--- config.mk ---
export PLATFORM = sky130hd
export DESIGN_NAME = rau_divider
export DESIGN_NICKNAME = d
export VERILOG_FILES = /design/src/hdl/rau_divider.sv
export SDC_FILE = /design/constraint.sdc
export NUM_CORES = 1
export LEC_CHECK = 0
export BUFFER_PORTS_ARGS = -buffer_cell sky130_fd_sc_hd__buf_4
export CORE_MARGIN = 2
export CORE_UTILIZATION = 30
export CTS_CLUSTER_DIAMETER = 80
export DETAILED_ROUTE_END_ITERATION = 8
export PLACE_DENSITY_LB_ADDON = 0.3
export SYNTH_ARGS = -nofsm -noshare
export SYNTH_HDL_FRONTEND = slang
export SYNTH_SLANG_ARGS = --single-unit
--- constraint.sdc ---
create_clock -name clk -period 4.1 [get_ports clk]
set_input_delay 0.205 -clock clk [delete_from_list [all_inputs] [get_ports clk]]
set_output_delay 0.205 -clock clk [all_outputs]
set_load 0.005 [all_outputs]
--- src/hdl/rau_divider.sv ---
// Restoring divider, one quotient bit per cycle, unsigned operands.
// Depends on nothing outside this file.
`default_nettype none
module rau_divider #(
	parameter int W = 64
) (
	input  wire logic         clk,
	input  wire logic         arst_n,
	input  wire logic         go,
	input  wire logic [W-1:0] dividend,
	input  wire logic [W-1:0] divisor,
	output logic              done,
	output logic [W-1:0]      quotient,
	output logic [W-1:0]      remainder
);
	localparam int CW = $clog2(W + 1);
	logic [CW-1:0] cnt_q;
	logic          run_q;
	logic [W-1:0]  quo_q, rem_q, dsr_q;
	logic [W:0]    trial;
	logic [W:0]    shifted;

	assign shifted = {rem_q, quo_q[W-1]};
	assign trial = shifted - {1'b0, dsr_q};

	always_ff @(posedge clk or negedge arst_n) begin
		if (!arst_n) begin
			run_q <= 1'b0;
			cnt_q <= '0;
			done <= 1'b0;
		end else begin
			done <= 1'b0;
			if (go) begin
				run_q <= 1'b1;
				cnt_q <= CW'(W);
			end else if (run_q) begin
				cnt_q <= cnt_q - 1'b1;
				if (cnt_q == CW'(1)) begin
					run_q <= 1'b0;
					done <= 1'b1;
				end
			end
		end
	end

	always_ff @(posedge clk) begin
		if (go) begin
			quo_q <= dividend;
			rem_q <= '0;
			dsr_q <= divisor;
		end else if (run_q) begin
			if (!trial[W]) begin
				rem_q <= trial[W-1:0];
				quo_q <= {quo_q[W-2:0], 1'b1};
			end else begin
				rem_q <= shifted[W-1:0];
				quo_q <= {quo_q[W-2:0], 1'b0};
			end
		end
	end

	assign quotient = quo_q;
	assign remainder = rem_q;
endmodule
`default_nettype wire

==> results.sh, run 1 <==
export IMPL_worst_pin_slew_ps=869
export IMPL_yosysTopAreaCell="edfxtp_1"
export IMPL_cts_tree="yes"
export IMPL_post_place_cells=1919
export IMPL_slew_violations=0
export IMPL_r2r_start="quotient[63]"
export IMPL_grt_pass1_wl_um=56400
export IMPL_initialDrtViolationCount=452
export IMPL_dr_total_vias=10059
export IMPL_die_w_um=201
export IMPL_grt_util_met1_pct=21.7
export IMPL_io_pins=260
export IMPL_fp_dieH_um=201
export IMPL_ant_nets=0
export IMPL_fin_nets=1759
export IMPL_regArea_um2=5350
export IMPL_dp_slack_ps=178
export IMPL_fmax_mhz=259
export IMPL_path_clk_slew_ps=60
export IMPL_drive_above_1_share_pct=25.1
export IMPL_synthArstFlopShare_pct=4.48
export IMPL_antenna_found_initial=4
export IMPL_synth_ff_latch_count=201
export IMPL_combPwrFrac_pct=46.3
export IMPL_skew_ps=9.33
export IMPL_ir_worst_vdd_uv=351
export IMPL_p_leak_nw=6.99
export IMPL_synth_simple_area_share_pct=12.4
export IMPL_grt_pass1_vias=10302
export IMPL_die_area_um2=40400
export IMPL_cp_arrival_ps=4280
export IMPL_grt_busiest_layer="met2"
export IMPL_grt_use_met3_pct=4.66
export IMPL_total_power_mw=10.3
export IMPL_drt_wirelength_per_cell_um=16.9
export IMPL_criticalPathCategory="flop to flop"
export IMPL_nFillCells=3746
export IMPL_power_density_nw_per_um2=628
export IMPL_synth_area_per_cell_um2=9.81
export IMPL_period_share_pct=94.1
export IMPL_synth_top_area_share_pct=33.0
export IMPL_power_frac_clock_pct=23.5
export IMPL_synth_edf_count=128
export IMPL_synth_nets=1384
export IMPL_seq_area_frac_synth_pct=46.0
export IMPL_multiInputGateArea_um2=5760
export IMPL_met2_usage_pct=28.9
export IMPL_fin_cells=2103
export IMPL_synth_xor_area_share_pct=4.67
export IMPL_grt_setup_unrepaired="no"
export IMPL_power_internal_mw=6.33
export IMPL_status="finished clean"
export IMPL_synth_compound_area_share_pct=16.7
export IMPL_synthTopCellsByArea="edfxtp_1 33%, dfxtp_1 11%, ha_1 7.1%"
export IMPL_fin_ws_ps=240
export IMPL_reg2reg_depth=15
export IMPL_cts_buffers_inserted=27
export IMPL_r2r_slack_ps=240
export IMPL_setup_violations=0
export IMPL_worstPathRequired_ps=4520
export IMPL_place_congestion=0.849
export IMPL_synth_top_family_by_area="compound AO/OA/AOI/OAI gates"
export IMPL_dp_hpwl_um=25500
export IMPL_syn_cell_area_um2=11600
export IMPL_critPathCaptureType="flop"
export IMPL_numPortBuffers=259
export IMPL_clock_latency_ps=560
export IMPL_p_sw_mw=3.96
export IMPL_muxShareOfSynthArea_pct=8.27
export IMPL_num_rows=72
export IMPL_fin_crit_ps=3860
export IMPL_htreeDepth=1
export IMPL_route_detailed_drc=0
export IMPL_clock_sinks=201
export IMPL_clock_path_buffers=3
export IMPL_grt_overflow=0
export IMPL_crit_start="quotient[63]"
export IMPL_maxSlewHeadroom_pct=41.9
export IMPL_dr_pass1_iters=5
export IMPL_grt_total_usage_pct=17.2
export IMPL_area_growth_syn_to_layout_pct=40.8
export IMPL_seq_power_share_pct=30.1
export IMPL_netlist_instances=1186
export IMPL_fin_setup_tns_ps=0
export IMPL_yosys_warnings=0
export IMPL_worst_setup_path_start_kind="flop"
export IMPL_synthAdderAreaFrac_pct=7.27
export IMPL_yosysUniqueCellTypes=71
export IMPL_viasPerCell=4.78
export IMPL_worstReg2RegEnd="remainder[46]"
export IMPL_max_cap_violations=0
export IMPL_wirelength_um=35600
export IMPL_coreArea_um2=38500
export IMPL_hold_class="input port to asynchronous set/reset pin"
export IMPL_grt_max_degree=69
export IMPL_swShare_pct=38.5
export IMPL_initial_core_util_pct=30.3
export IMPL_cp_max_fo=21
export IMPL_synthFlopType="edfxtp_1"
export IMPL_hold_viol_final=0
export IMPL_cts_root_buf="clkbuf_16"
## synthesized netlist by cell type (all sizes together) (4+ instances only)
| library cell | number |
|---|---|
| mux2i | 23 |
| o21bai | 7 |
| dfrtp | 9 |
| nor2b | 11 |
| buf | 15 |
| o211ai | 4 |
| and2 | 4 |
| a21oi | 113 |
| o21a | 9 |
| nor2 | 128 |
| a31oi | 7 |
| ha | 66 |
| xnor2 | 27 |
| or3 | 8 |
| nand3 | 13 |
| o31ai | 6 |
| mux2 | 65 |
| a21boi | 4 |
| o21ai | 66 |
| nor3 | 12 |
| and3 | 7 |
| nand4 | 18 |
| inv | 79 |
| a21o | 20 |
| clkbuf | 45 |
| a32oi | 5 |
| nand2b | 18 |
| xor2 | 35 |
| a211oi | 41 |
| dfxtp | 64 |
| nand2 | 86 |
| edfxtp | 128 |
## worst max path at each step
stage | end | cells after the start
after floorplan | remainder[39] | 15
after global placement | remainder[46] | 15
after detailed placement | remainder[39] | 15
after CTS | remainder[39] | 15
after global routing | remainder[39] | 13
final | remainder[46] | 15
## layout make-up
class | instances | share of cell area [%]
Antenna cell | 3 | 0.0458
Timing Repair Buffer | 406 | 20.8
Clock inverter | 13 | 1.02
Inverter | 79 | 1.81
Clock buffer | 37 | 4.54
Tap cell | 518 | 3.96
Multi-Input combinational cell | 846 | 35.2
Sequential cell | 201 | 32.7
## repair_timing
item	in CTS	in global routing
setup endpoints to repair	0	15
endpoints found under the hold margin	137	0
hold buffers	129	0
setup buffers	0	2
gates resized for setup	0	4
## layer usage
layer,routed length [um],up-vias
met5,11,-
met4,927,2
met3,2330,47
met2,16700,274
met1,15600,4683
li1,-,5053
## sequential cells by signal, summed over array words and instances, names as in the netlist
name	cells
remainder	64
cnt_q	7
dsr_q	64
done	1
run_q	1
quotient	64
## worst max-delay path, stage by stage (launching register included)
cell,delay (ps)
edfxtp_1,370
inv_1,60
ha_1,210
fa_1,410
nand2b_4,170
a21oi_2,140
o41a_1,230
a41oi_2,180
or3_4,430
and2_4,190
or3_1,400
and3_2,250
buf_12,180
mux2_1,310
mux2i_1,130
nor2_1,50
## kinds of logic after synthesis
group / after synthesis
AOI/OAI and AO/OA: 312
xor gates and xnor gates: 62
adders and majority gates: 67
buffers and inverters: 139
DFF: 201
muxes: 88
and+or+nand+nor: 317
## stage by stage
step	util [%]	instance area, um2	hold slack (ps)
floorplan	-	11600	-90.6
global placement	36.8	14100	36.2
detailed placement	36.8	14100	40.3
CTS	42.5	16300	48.8
global route	42.6	16400	53.9
finish	42.6	16400	77.6
## power groups by stage
stage          sequential (mW)  combinational (mW)  clock, mW
2_1_floorplan             3.03                3.07          0
3_3_place_gp              3.14                4.60          0
3_5_place_dp              3.14                4.64          0
4_1_cts                   3.11                4.76       2.50
5_1_grt                   3.18                5.30       2.57
6_report                  3.10                4.77       2.42
## cell usage in the layout (no fill, tap or decap), types with 5 or more instances in the layout
cell           netlist  layout
buf_4                4     273
dlygate4sd3_1        0     129
edfxtp_1           128     128
nor2_1             128     127
a21oi_1            113     112
nand2_1             86      86
inv_1               79      78
ha_1                66      66
dfxtp_1             64      64
mux2_2              63      63
o21ai_0             62      62
a211oi_1            41      41
xor2_1              35      35
xnor2_1             27      27
clkbuf_16            0      27
mux2i_1             23      23
a21o_1              20      20
nand4_1             18      18
nand2b_1            18      17
nand3_1             12      12
nor3_1              12      12
nor2b_1             11      11
o21a_1               9       9
dfrtp_1              9       8
a31oi_1              7       7
or3_1                7       7
o21bai_1             7       7
clkbuf_1            45       7
and3_1               7       6
o31ai_1              6       6
a32oi_1              5       5
Power figures use the tool's default switching activity.
==> run 2: changes to the inputs <==
--- a/config.mk
+++ b/config.mk
@@ -7,7 +7,7 @@
 export LEC_CHECK = 0
 export BUFFER_PORTS_ARGS = -buffer_cell sky130_fd_sc_hd__buf_4
 export CORE_MARGIN = 2
-export CORE_UTILIZATION = 30
+export CORE_UTILIZATION = 55
 export CTS_CLUSTER_DIAMETER = 80
 export DETAILED_ROUTE_END_ITERATION = 8
 export PLACE_DENSITY_LB_ADDON = 0.3
==> results.sh, run 2 (same netlist as run 1, synthesis figures left out) <==
export IMPL_area_growth_syn_to_layout_pct=36.8
export IMPL_skew_ps=17.8
export IMPL_num_rows=53
export IMPL_hold_viol_final=0
export IMPL_wirelength_um=34900
export IMPL_initialDrtViolationCount=609
export IMPL_r2r_start="quotient[63]"
export IMPL_grt_max_degree=119
export IMPL_critPathCaptureType="flop"
export IMPL_grt_pass1_vias=10454
export IMPL_final_common_cell="buf_4"
export IMPL_slew_violations=0
export IMPL_fin_ws_ps=207
export IMPL_drt_wirelength_per_cell_um=18.9
export IMPL_cp_max_fo=7
export IMPL_fmax_mhz=257
export IMPL_clock_latency_ps=530
export IMPL_worst_setup_path_start_kind="flop"
export IMPL_grt_total_usage_pct=30.5
export IMPL_grt_pass1_wl_um=54100
export IMPL_status="finished clean"
export IMPL_grt_setup_unrepaired="no"
export IMPL_cts_buffers_inserted=23
export IMPL_dr_pass1_iters=5
export IMPL_nFillCells=1341
export IMPL_ant_nets=0
export IMPL_ir_worst_vdd_uv=382
export IMPL_multiInputGateArea_um2=5750
export IMPL_final_cell_mix="272 x buf_4, 129 x dlygate4sd3_1, 128 x edfxtp_1"
export IMPL_dp_slack_ps=135
export IMPL_criticalPathCategory="flop to flop"
export IMPL_p_leak_nw=6.92
export IMPL_setup_violations=0
export IMPL_antenna_found_initial=0
export IMPL_path_clk_slew_ps=60
export IMPL_initial_core_util_pct=55.7
export IMPL_power_density_nw_per_um2=633
export IMPL_total_power_mw=10.1
export IMPL_maxSlewHeadroom_pct=29.0
export IMPL_regArea_um2=5350
export IMPL_coreArea_um2=20900
export IMPL_route_detailed_drc=0
export IMPL_period_share_pct=95.0
export IMPL_cts_tree="yes"
export IMPL_hold_ws_ps=30.6
export IMPL_reg2reg_depth=14
export IMPL_drive_above_1_share_pct=24.5
export IMPL_worst_pin_slew_ps=1070
export IMPL_fin_crit_ps=3890
export IMPL_worstReg2RegEnd="remainder[63]"
export IMPL_hold_class="input port to asynchronous set/reset pin"
export IMPL_numPortBuffers=259
export IMPL_viasPerCell=5.72
export IMPL_r2r_slack_ps=210
export IMPL_worstPathRequired_ps=4520
export IMPL_grt_overflow=0
export IMPL_antennaDiodeCount=0
export IMPL_die_area_um2=22300
export IMPL_die_w_um=149
export IMPL_place_congestion=0.940
export IMPL_io_pins=260
export IMPL_max_cap_violations=0
export IMPL_clock_path_buffers=3
export IMPL_cp_arrival_ps=4310
export IMPL_dp_hpwl_um=22900
export IMPL_fp_dieH_um=149
export IMPL_fin_setup_tns_ps=0
export IMPL_fin_nets=1754
export IMPL_cts_root_buf="clkbuf_16"
export IMPL_clock_sinks=201
export IMPL_dr_total_vias=10563
export IMPL_htreeDepth=1
==> run 2: repair_timing <==
| action | CTS | global route |
|---|---|---|
| setup buffers | 0 | 1 |
| gates resized for setup | 0 | 3 |
| hold buffers | 129 | 0 |
| endpoints found under the hold margin | 137 | 0 |
| endpoints found under the setup margin | 0 | 33 |
==> run 2: worst max-delay path by stage <==
stage | startpoint | to | depth (start not counted)
3_5_place_dp | quotient[63] | remainder[63] | 14
3_3_place_gp | quotient[63] | remainder[62] | 15
2_1_floorplan | quotient[63] | remainder[39] | 15
4_1_cts | quotient[63] | remainder[63] | 14
6_report | quotient[63] | remainder[63] | 14
5_1_grt | quotient[63] | remainder[41] | 14
==> run 2: area by class of cell <==
type	instances	share of cell area (%)
multi-input combinational	846	36.1
tap	275	2.16
clock inverter	9	0.841
sequential	201	33.6
inverter	79	1.86
timing repair buffer	405	21.4
clock buffer	33	4.04
==> run 2: worst max-delay path, cell delays in order, from the launching register on <==
cell	delay (ps)
edfxtp_1	380
inv_1	60
ha_1	220
fa_1	400
nand2b_1	180
a21oi_1	180
o41a_1	200
a41oi_1	190
or3_4	430
and2_4	190
or3_1	440
and3_2	280
buf_4	180
a41o_1	210
o32ai_1	250
==> run 2: metrics by stage <==
step,cells,area (um2),util (%)
2_1_floorplan,1186,11600,-
3_3_place_gp,1676,13800,66.2
3_5_place_dp,1676,13800,66.2
4_1_cts,1847,15900,76.1
5_1_grt,1848,15900,76.2
6_report,1848,15900,76.2
==> run 2: metal layers <==
metal	GRT usage [%]	part of all wire (%)
met1	37.4	39
met2	52.4	49
met3	5.03	6.6
met4	15.0	5.3
met5	0	0
==> run 2: power breakdown <==
part / total [mW] / switching (mW) / internal, mW
Clock: 2.15 / 0.861 / 1.29
Sequential: 3.12 / 0.475 / 2.64
Combinational: 4.81 / 2.57 / 2.24
Total: 10.1 / 3.91 / 6.16
